===== config.mk =====
export PLATFORM = sky130hd
export DESIGN_NAME = sync_word_packet_deframer
export DESIGN_NICKNAME = d
export VERILOG_FILES = /design/src/hw/rtl/swpd_pkg.sv /design/src/hw/rtl/swpd_front.sv /design/src/hw/rtl/swpd_queue.sv /design/src/hw/rtl/swpd_back.sv /design/src/hw/rtl/sync_word_packet_deframer.sv
export SDC_FILE = /design/constraint.sdc
export NUM_CORES = 1
export LEC_CHECK = 0
export BUFFER_PORTS_ARGS = -buffer_cell sky130_fd_sc_hd__buf_4
export CAP_MARGIN = 20
export CORE_ASPECT_RATIO = 2
export CORE_MARGIN = 2
export CORE_UTILIZATION = 37
export DETAILED_ROUTE_END_ITERATION = 8
export GPL_TIMING_DRIVEN = 0
export PLACE_DENSITY = 0.56
export SYNTH_ARGS = -nofsm -noshare
export SYNTH_HDL_FRONTEND = slang
export SYNTH_SLANG_ARGS = --single-unit

===== constraint.sdc =====
create_clock -name clock -period 4.45 [get_ports clock]
set_clock_uncertainty 0.2 [all_clocks]
set_input_delay 1.1125 -clock clock [delete_from_list [all_inputs] [get_ports clock]]
set_output_delay 1.1125 -clock clock [all_outputs]
set_load 0.02 [all_outputs]

===== src/hw/rtl/swpd_pkg.sv =====
// Package for the sync word packet deframer.
// Holds the sync word table, status codes and shared types; no dependencies.
package swpd_pkg;

   localparam int SYNC_LENGTH_DEF = 8;
   localparam int SIZE_WIDTH_DEF  = 16;
   localparam int QUEUE_DEPTH     = 2;
   localparam logic [15:0] MAX_SIZE_RESET = 16'd4096;

   typedef enum logic [2:0] {
      ST_HUNTING  = 3'd0,
      ST_SYNC     = 3'd1,
      ST_HEADER   = 3'd2,
      ST_PAYLOAD  = 3'd3,
      ST_DONE     = 3'd4,
      ST_OVERSIZE = 3'd5,
      ST_BUSY     = 3'd6,
      ST_RELEASED = 3'd7
   } status_type;

   typedef struct packed {
      logic full;
      logic empty;
   } qstat_type;

   // sync bytes past the eighth are zero
   function automatic logic [7:0] sync_byte(input logic [3:0] idx);
      logic [7:0] val;
      case (idx)
         4'd0:    val = 8'hF0;
         4'd1:    val = 8'h04;
         4'd2:    val = 8'h11;
         4'd3:    val = 8'h9B;
         4'd4:    val = 8'h39;
         4'd5:    val = 8'hBC;
         4'd6:    val = 8'hE4;
         4'd7:    val = 8'hD2;
         default: val = 8'h00;
      endcase
      return val;
   endfunction

endpackage


===== src/hw/rtl/swpd_front.sv =====
// Front end of the deframer: accepts input beats and compares each byte
// against every sync byte. Depends on swpd_pkg; feeds swpd_queue.
module swpd_front #(
   parameter int SYNC_LENGTH = swpd_pkg::SYNC_LENGTH_DEF
) (
   input  logic                    req_valid,
   output logic                    req_stall,
   input  logic                    req_action,
   input  logic [7:0]              req_data_byte,
   input  swpd_pkg::qstat_type     qstat,
   output logic                    push,
   output logic [SYNC_LENGTH+8:0]  push_data
);
   import swpd_pkg::*;

   logic [SYNC_LENGTH-1:0] match;

   always_comb begin
      for (int i = 0; i < SYNC_LENGTH; i++) begin
         match[i] = (req_data_byte == sync_byte(4'(i)));
      end
   end

   assign req_stall = qstat.full;
   assign push      = req_valid && !qstat.full;
   assign push_data = {match, req_action, req_data_byte};

endmodule


===== src/hw/rtl/swpd_queue.sv =====
// Short queue between the front and back of the deframer.
// Depends on swpd_pkg for the depth and status struct.
module swpd_queue #(
   parameter int WIDTH = 17
) (
   input  logic                 clock,
   input  logic                 reset,
   input  logic                 push,
   input  logic [WIDTH-1:0]     push_data,
   input  logic                 pop,
   output logic [WIDTH-1:0]     pop_data,
   output swpd_pkg::qstat_type  qstat
);
   import swpd_pkg::*;

   localparam int PTR_W = (QUEUE_DEPTH > 1) ? $clog2(QUEUE_DEPTH) : 1;
   localparam int CNT_W = $clog2(QUEUE_DEPTH + 1);
   localparam logic [PTR_W-1:0] LAST_PTR = PTR_W'(QUEUE_DEPTH - 1);
   localparam logic [CNT_W-1:0] FULL_CNT = CNT_W'(QUEUE_DEPTH);

   logic [WIDTH-1:0] mem [QUEUE_DEPTH];
   logic [PTR_W-1:0] wr_ptr_ff, wr_ptr_in, rd_ptr_ff, rd_ptr_in;
   logic [CNT_W-1:0] count_ff, count_in;
   logic do_push, do_pop;

   assign qstat.full  = (count_ff == FULL_CNT);
   assign qstat.empty = (count_ff == '0);
   assign do_push = push && !qstat.full;
   assign do_pop  = pop && !qstat.empty;
   assign pop_data = mem[rd_ptr_ff];

   always_comb begin
      wr_ptr_in = wr_ptr_ff;
      rd_ptr_in = rd_ptr_ff;
      count_in  = count_ff;
      if (do_push) begin
         wr_ptr_in = (wr_ptr_ff == LAST_PTR) ? '0 : wr_ptr_ff + 1'b1;
      end
      if (do_pop) begin
         rd_ptr_in = (rd_ptr_ff == LAST_PTR) ? '0 : rd_ptr_ff + 1'b1;
      end
      if (do_push && !do_pop) begin
         count_in = count_ff + 1'b1;
      end else if (do_pop && !do_push) begin
         count_in = count_ff - 1'b1;
      end
   end

   always_ff @(posedge clock) begin
      if (reset) begin
         wr_ptr_ff <= '0;
         rd_ptr_ff <= '0;
         count_ff  <= '0;
      end else begin
         wr_ptr_ff <= wr_ptr_in;
         rd_ptr_ff <= rd_ptr_in;
         count_ff  <= count_in;
      end
   end

   always_ff @(posedge clock) begin
      if (do_push) begin
         mem[wr_ptr_ff] <= push_data;
      end
   end

   a_count_bound: assert property (@(posedge clock) disable iff (reset)
      count_ff <= FULL_CNT)
      else $error("queue count past depth");

   a_push_grows: assert property (@(posedge clock) disable iff (reset)
      (do_push && !do_pop) |=> count_ff == $past(count_ff) + 1'b1)
      else $error("queue push lost");

   a_pop_shrinks: assert property (@(posedge clock) disable iff (reset)
      (do_pop && !do_push) |=> count_ff == $past(count_ff) - 1'b1)
      else $error("queue pop lost");

endmodule


===== src/hw/rtl/swpd_back.sv =====
// Back end of the deframer: sync hunt, header and payload state machine
// plus the result register. Depends on swpd_pkg; reads from swpd_queue.
module swpd_back #(
   parameter int SYNC_LENGTH = swpd_pkg::SYNC_LENGTH_DEF,
   parameter int SIZE_WIDTH  = swpd_pkg::SIZE_WIDTH_DEF
) (
   input  logic                    clock,
   input  logic                    reset,
   input  logic                    csr_write_enable,
   input  logic [15:0]             csr_write_data,
   input  swpd_pkg::qstat_type     qstat,
   input  logic [SYNC_LENGTH+8:0]  pop_data,
   output logic                    pop,
   output logic                    rsp_valid,
   input  logic                    rsp_stall,
   output logic [2:0]              rsp_status,
   output logic [7:0]              rsp_payload_byte,
   output logic [15:0]             rsp_payload_index,
   output logic                    rsp_last_byte,
   output logic [7:0]              rsp_frame_type,
   output logic [15:0]             rsp_frame_size
);
   import swpd_pkg::*;

   localparam int POS_W = (SYNC_LENGTH > 1) ? $clog2(SYNC_LENGTH) : 1;
   localparam logic [POS_W:0] SYNC_DONE = (POS_W + 1)'(SYNC_LENGTH);

   typedef enum logic [1:0] {
      PH_HUNT,
      PH_HEADER,
      PH_PAYLOAD,
      PH_WAIT
   } phase_type;

   phase_type              phase_ff, phase_in;
   logic [POS_W-1:0]       pos_ff, pos_in;
   logic [1:0]             hdr_ff, hdr_in;
   logic [7:0]             type_ff, type_in;
   logic [SIZE_WIDTH-1:0]  size_ff, size_in;
   logic [15:0]            ppos_ff, ppos_in;
   logic [15:0]            max_size_ff;
   logic                   rsp_valid_ff;
   status_type             status_ff, status_in;
   logic [7:0]             pbyte_ff, pbyte_in;
   logic [15:0]            pindex_ff, pindex_in;
   logic                   last_ff, last_in;
   logic [7:0]             rtype_ff;
   logic [15:0]            rsize_ff, rsize_in;

   logic                   act;
   logic [7:0]             b;
   logic [SYNC_LENGTH-1:0] match;
   logic [POS_W:0]         pos_next;
   logic [15:0]            size_full, ppos_next;
   logic [SIZE_WIDTH-1:0]  size_new;
   logic                   clr;

   assign {match, act, b} = pop_data;
   assign pop = !qstat.empty && (!rsp_valid_ff || !rsp_stall);

   always_comb begin
      phase_in  = phase_ff;
      pos_in    = pos_ff;
      hdr_in    = hdr_ff;
      type_in   = type_ff;
      size_in   = size_ff;
      ppos_in   = ppos_ff;
      status_in = ST_HUNTING;
      pbyte_in  = '0;
      pindex_in = '0;
      last_in   = 1'b0;
      clr       = 1'b0;
      pos_next  = '0;
      size_full = '0;
      size_new  = '0;
      ppos_next = '0;
      case (phase_ff)
         PH_HUNT: begin
            status_in = ST_HUNTING;
            if (!act) begin
               if (match[pos_ff]) begin
                  pos_next = {1'b0, pos_ff} + 1'b1;
               end else if (match[0]) begin
                  pos_next = (POS_W + 1)'(1);
               end
               if (pos_next == SYNC_DONE) begin
                  pos_in    = '0;
                  hdr_in    = '0;
                  phase_in  = PH_HEADER;
                  status_in = ST_SYNC;
               end else begin
                  pos_in = pos_next[POS_W-1:0];
               end
            end
         end
         PH_HEADER: begin
            status_in = ST_HEADER;
            if (!act) begin
               case (hdr_ff)
                  2'd0: begin
                     type_in = b;
                     hdr_in  = 2'd1;
                  end
                  2'd1: begin
                     size_in = SIZE_WIDTH'(b);
                     hdr_in  = 2'd2;
                  end
                  default: begin
                     size_full = {b, size_ff[7:0]};
                     size_new  = size_full[SIZE_WIDTH-1:0];
                     size_in   = size_new;
                     hdr_in    = '0;
                     ppos_in   = '0;
                     if (16'(size_new) > max_size_ff) begin
                        status_in = ST_OVERSIZE;
                        phase_in  = PH_HUNT;
                        clr       = 1'b1;
                     end else if (size_new == '0) begin
                        status_in = ST_DONE;
                        last_in   = 1'b1;
                        phase_in  = PH_WAIT;
                     end else begin
                        phase_in = PH_PAYLOAD;
                     end
                  end
               endcase
            end
         end
         PH_PAYLOAD: begin
            status_in = ST_PAYLOAD;
            if (!act) begin
               pbyte_in  = b;
               pindex_in = ppos_ff;
               ppos_next = ppos_ff + 1'b1;
               ppos_in   = ppos_next;
               if (ppos_next >= 16'(size_ff) || ppos_next == '0) begin
                  status_in = ST_DONE;
                  last_in   = 1'b1;
                  phase_in  = PH_WAIT;
               end
            end
         end
         default: begin
            if (act) begin
               status_in = ST_RELEASED;
               phase_in  = PH_HUNT;
               clr       = 1'b1;
            end else begin
               status_in = ST_BUSY;
            end
         end
      endcase
      rsize_in = 16'(size_in);
   end

   always_ff @(posedge clock) begin
      if (reset) begin
         phase_ff     <= PH_HUNT;
         pos_ff       <= '0;
         hdr_ff       <= '0;
         type_ff      <= '0;
         size_ff      <= '0;
         ppos_ff      <= '0;
         max_size_ff  <= MAX_SIZE_RESET;
         rsp_valid_ff <= 1'b0;
      end else begin
         if (csr_write_enable) begin
            max_size_ff <= csr_write_data;
         end
         if (pop) begin
            phase_ff     <= phase_in;
            pos_ff       <= clr ? '0 : pos_in;
            hdr_ff       <= clr ? '0 : hdr_in;
            type_ff      <= clr ? '0 : type_in;
            size_ff      <= clr ? '0 : size_in;
            ppos_ff      <= clr ? '0 : ppos_in;
            rsp_valid_ff <= 1'b1;
            status_ff    <= status_in;
            pbyte_ff     <= pbyte_in;
            pindex_ff    <= pindex_in;
            last_ff      <= last_in;
            rtype_ff     <= type_in;
            rsize_ff     <= rsize_in;
         end else if (!rsp_stall) begin
            rsp_valid_ff <= 1'b0;
         end
      end
   end

   assign rsp_valid         = rsp_valid_ff;
   assign rsp_status        = status_ff;
   assign rsp_payload_byte  = pbyte_ff;
   assign rsp_payload_index = pindex_ff;
   assign rsp_last_byte     = last_ff;
   assign rsp_frame_type    = rtype_ff;
   assign rsp_frame_size    = rsize_ff;

   a_payload_nonzero: assert property (@(posedge clock) disable iff (reset)
      phase_ff == PH_PAYLOAD |-> size_ff != '0)
      else $error("payload phase with zero size");

   a_hunt_clean: assert property (@(posedge clock) disable iff (reset)
      phase_ff == PH_HUNT |-> (type_ff == '0 && size_ff == '0 && hdr_ff == '0))
      else $error("header state left over while hunting");

   a_done_last: assert property (@(posedge clock) disable iff (reset)
      rsp_valid_ff |-> ((status_ff == ST_DONE) == last_ff))
      else $error("last flag disagrees with status");

endmodule


===== src/hw/rtl/sync_word_packet_deframer.sv =====
// Top level of the sync word packet deframer.
// Depends on swpd_pkg, swpd_front, swpd_queue and swpd_back.
//
//  channel | ports                                   | direction
//  --------+-----------------------------------------+----------
//  req     | req_valid, req_stall, req_action,        | in
//          | req_data_byte                            |
//  rsp     | rsp_valid, rsp_stall, rsp_status, ...    | out
//  csr     | csr_write_enable, csr_write_data         | in
//
// One beat per cycle sustained while rsp_stall is low; a taken request beat
// passes through the two-entry queue, then into the result register.
// A queued beat is popped when the result register is empty or being taken.
// req_stall rises only when the queue is full. Reset is synchronous, high.
module sync_word_packet_deframer #(
   parameter int SYNC_LENGTH = swpd_pkg::SYNC_LENGTH_DEF,
   parameter int SIZE_WIDTH  = swpd_pkg::SIZE_WIDTH_DEF
) (
   input  logic        clock,
   input  logic        reset,
   input  logic        csr_write_enable,
   input  logic [15:0] csr_write_data,
   input  logic        req_valid,
   output logic        req_stall,
   input  logic        req_action,
   input  logic [7:0]  req_data_byte,
   output logic        rsp_valid,
   input  logic        rsp_stall,
   output logic [2:0]  rsp_status,
   output logic [7:0]  rsp_payload_byte,
   output logic [15:0] rsp_payload_index,
   output logic        rsp_last_byte,
   output logic [7:0]  rsp_frame_type,
   output logic [15:0] rsp_frame_size
);
   import swpd_pkg::*;

   localparam int ITEM_W = SYNC_LENGTH + 9;

   qstat_type         qstat;
   logic              push, pop;
   logic [ITEM_W-1:0] push_data, pop_data;

   swpd_front #(
      .SYNC_LENGTH (SYNC_LENGTH)
   ) u_front (
      .req_valid     (req_valid),
      .req_stall     (req_stall),
      .req_action    (req_action),
      .req_data_byte (req_data_byte),
      .qstat         (qstat),
      .push          (push),
      .push_data     (push_data)
   );

   swpd_queue #(
      .WIDTH (ITEM_W)
   ) u_queue (
      .clock     (clock),
      .reset     (reset),
      .push      (push),
      .push_data (push_data),
      .pop       (pop),
      .pop_data  (pop_data),
      .qstat     (qstat)
   );

   swpd_back #(
      .SYNC_LENGTH (SYNC_LENGTH),
      .SIZE_WIDTH  (SIZE_WIDTH)
   ) u_back (
      .clock             (clock),
      .reset             (reset),
      .csr_write_enable  (csr_write_enable),
      .csr_write_data    (csr_write_data),
      .qstat             (qstat),
      .pop_data          (pop_data),
      .pop               (pop),
      .rsp_valid         (rsp_valid),
      .rsp_stall         (rsp_stall),
      .rsp_status        (rsp_status),
      .rsp_payload_byte  (rsp_payload_byte),
      .rsp_payload_index (rsp_payload_index),
      .rsp_last_byte     (rsp_last_byte),
      .rsp_frame_type    (rsp_frame_type),
      .rsp_frame_size    (rsp_frame_size)
   );

endmodule

==> run_results.csv <==
group,metric,value,unit
critical_path,cp_max_fo,10,
synth,ys_types,63,
critical_path,cp-end-kind,"register",
min_path,hold_path.class,"register to register",
power_and_ir_drop,p_int,2.81,mW
timing,setup_viol,0,
critical_path,crit_chain,"buf_2 -> clkbuf_4 -> mux2i_2 -> inv_1 -> ha_1 -> nand4_1 -> nor4_1 -> buf_2 -> nor3_2 -> a21oi_2 -> buf_2 -> nand3_1 -> a21oi_1",
synth,yosys_register_bits,155,
clock_tree,cts_tree,"done",
synth,netlist_area,7800,sq um
floorplanning,io_pins,84,
critical_path,cpMostUsedCell,"buf_2",
floorplanning,core_area,20800,sq um
detailed_routing,initialDrtViolationCount,412,
layout,fill_cells,2037,
clock_tree,hold_buffers,0,
synth,synth-edff-count,86,
timing,layout_min_cycle_time,4.21,ns
timing,fin_tns_setup,0,ns
placed_design,port_buffers,81,
power_and_ir_drop,power.share.sequential,42.8,%
power_and_ir_drop,p_leak,3.60,nW
critical_path,cpPeakStageDelay,0.55,ns
detailed_routing,via_per_inst,5.33,
clock_tree,clkTransAtPathRegs,0.06,ns
status,status,"finished, final reports clean",
detailed_routing,wire_per_inst,18.9,um
detailed_routing,totalWireLength,21900,um
power_and_ir_drop,pwr-share-comb,24.7,%
timing,worst_slew_pin_slew,1.01,ns
clock_tree,clk_latency,0.44,ns
synth,synth_nets,845,
global_route,grt_pass1_vias,5993,
synth,synthCells,775,
floorplanning,die_area,22300,sq um
layout,register_area,3960,sq um
power_and_ir_drop,clock_power_share,32.4,%
critical_path,cp.arrival,4.37,ns
clock_tree,cts_max_level,4,
critical_path,cp_slowest_cell,"mux2i_2",
critical_path,critical_path_class,"register to register",
global_route,grtUsageTotal,20.3,%
detailed_routing,via_count,6174,
synth,yosys_warnings,0,
synth,postSynthAreaPerCell,10.1,sq um
layout,areaGrowthSynthToFinish,20.2,%
synth,synthArstFlopShare,0,%
critical_path,cp.required,4.61,ns
global_route,grt_max_degree,36,
timing,slew_viol_final,0,
layout,diodes,0,
placed_design,gp_congestion,0.912,
global_route,grt_overflow,0,
critical_path,start_kind,"register",
floorplanning,die_y,209,um
power_and_ir_drop,swShare,32.7,%
clock_tree,post_cts_buffers,0,
clock_tree,cts.path.max_buffers,2,
timing,report.final.hold_viol_count,0,
detailed_routing,drcViolationCount,0,
power_and_ir_drop,ir_drop,0.273,mV
synth,yosysSeqAreaShare,50.8,%
detailed_routing,first_pass_iters,5,
timing,clock.fmax,238,MHz
clock_tree,cts_made_buffers,17,
floorplanning,rows,75,
floorplanning,start_util,37.5,%
floorplanning,die-width,107,um
placed_design,dpl.hpwl,16900,um
global_route,antenna_found_initial,0,
clock_tree,cts_sinks,155,
timing,slew_headroom,31.8,%
synth,synth_flop_cell,"edfxtp_1",
job,maxCapViolations,0,
power_and_ir_drop,power_density,445,nW/um^2
global_route,grt_pass1_wl,33600,um
layout,layout_common_cells,"buf_4 (86), edfxtp_1 (86), nand2_1 (78), dfxtp_1 (69), a21oi_1 (60)",
power_and_ir_drop,power_switching,1.36,mW
layout,drive_gt1_share,18.0,%
layout,multi_input_area,3480,sq um
timing,hold_ws,0.255,ns
layout,nNetsFinal,947,
detailed_routing,ant_nets,0,
clock_tree,cts-root-buf,"clkbuf_16",
timing,fin_crit_sh,94.5,%
==> per-stage QoR <==
stage / utilization [%] / cells / setup WS, ns / power, mW / instance area, sq um
2_1_floorplan: - / 775 / 0.694 / 2.41 / 7810
3_3_place_gp: 42.0 / 1125 / -0.725 / 2.81 / 8750
3_5_place_dp: 42.2 / 1127 / -0.130 / 2.82 / 8780
4_1_cts: 44.8 / 1159 / -0.0124 / 4.19 / 9330
5_1_grt: 45.0 / 1159 / -0.00176 / 4.35 / 9380
6_report: 45.0 / 1159 / 0.243 / 4.18 / 9380
==> Yosys cell counts, types with 13 or more instances <==
library cell	n	area (sq um)
nand2_1	78	293
nand3_1	44	220
mux2i_1	33	330
dfxtp_1	69	1380
ha_1	40	500
and3_1	16	100
edfxtp_1	86	2580
nand4_1	13	81.3
nor2_1	59	221
a21oi_1	60	300
clkbuf_1	21	78.8
inv_1	56	210
o21ai_0	35	175
==> per-layer routing <==
metal  part of all wire (%)  vias to the layer above  global-route usage (%)
met4                    5.1                        0                    12.4
met1                     36                     2916                    20.3
li1                       -                     3003                       -
met2                     55                      192                    37.8
met5                      0                        -                       0
met3                    3.8                       63                    3.73
==> state kept, by name, indices dropped and copies added, names as in the netlist, 8 cells and up, named ones only <==
signal and cells:
u_back.ppos_ff 16, u_back.rsp_frame_size 16, u_back.rsp_payload_byte 8, u_back.type_ff 8
u_back.rsp_payload_index 16, u_back.rsp_frame_type 8, u_queue.mem 34, u_back.max_size_ff 16
u_back.size_ff 16
==> area by class of cell <==
class | count | area share [%]
multi-input combinational | 522 | 37.1
clock buffer | 20 | 4.88
timing repair buffer | 83 | 6.75
inverter | 56 | 2.24
tap | 269 | 3.59
buffer | 42 | 2.28
sequential | 155 | 42.3
clock inverter | 12 | 0.921
==> repair_timing <==
item,CTS,global route
cloned,0,0
resized for setup,1,10
setup endpoints to repair,43,50
==> worst paths after layout <==
path	from	end	slack, ns	cells after the start
worst max-delay path	register	u_back.type_ff[3]	0.24	13
worst min-delay path	u_back.type_ff[2]	u_back.type_ff[2]	0.25	2
worst max register to register	register	u_back.type_ff[3]	0.24	13
worst min register to register	u_back.type_ff[2]	u_back.type_ff[2]	0.25	2
==> cell families after synthesis <==
family | share of synthesized area (%)
buffers and inverters | 5.40
adders and majority gates | 6.41
muxes | 5.67
xor gates and xnor gates | 2.45
AOI/OAI and AO/OA | 11.8
and+or+nand+nor | 17.4
DFF | 50.8
==> power groups by stage <==
stage                     registers, mW  logic, mW  clock network (mW)
after floorplan                    1.93      0.471                   0
after global placement             1.82      0.985                   0
after detailed placement           1.82       1.01                   0
after CTS                          1.79       1.01                1.39
after global routing               1.81       1.11                1.44
final                              1.79       1.03                1.35
==> worst max-delay path: cells and delay by family, from the launching register on <==
kind,cells,cell delay (ns)
buffers and inverters,5,1.34
AND/OR/NAND/NOR,4,0.75
AO/OA/AOI/OAI,2,0.60
multiplexers,1,0.55
adder cells (fa/ha/maj),1,0.35
flip-flops,1,0.30
No activity file was read; power rests on OpenSTA's default activity.
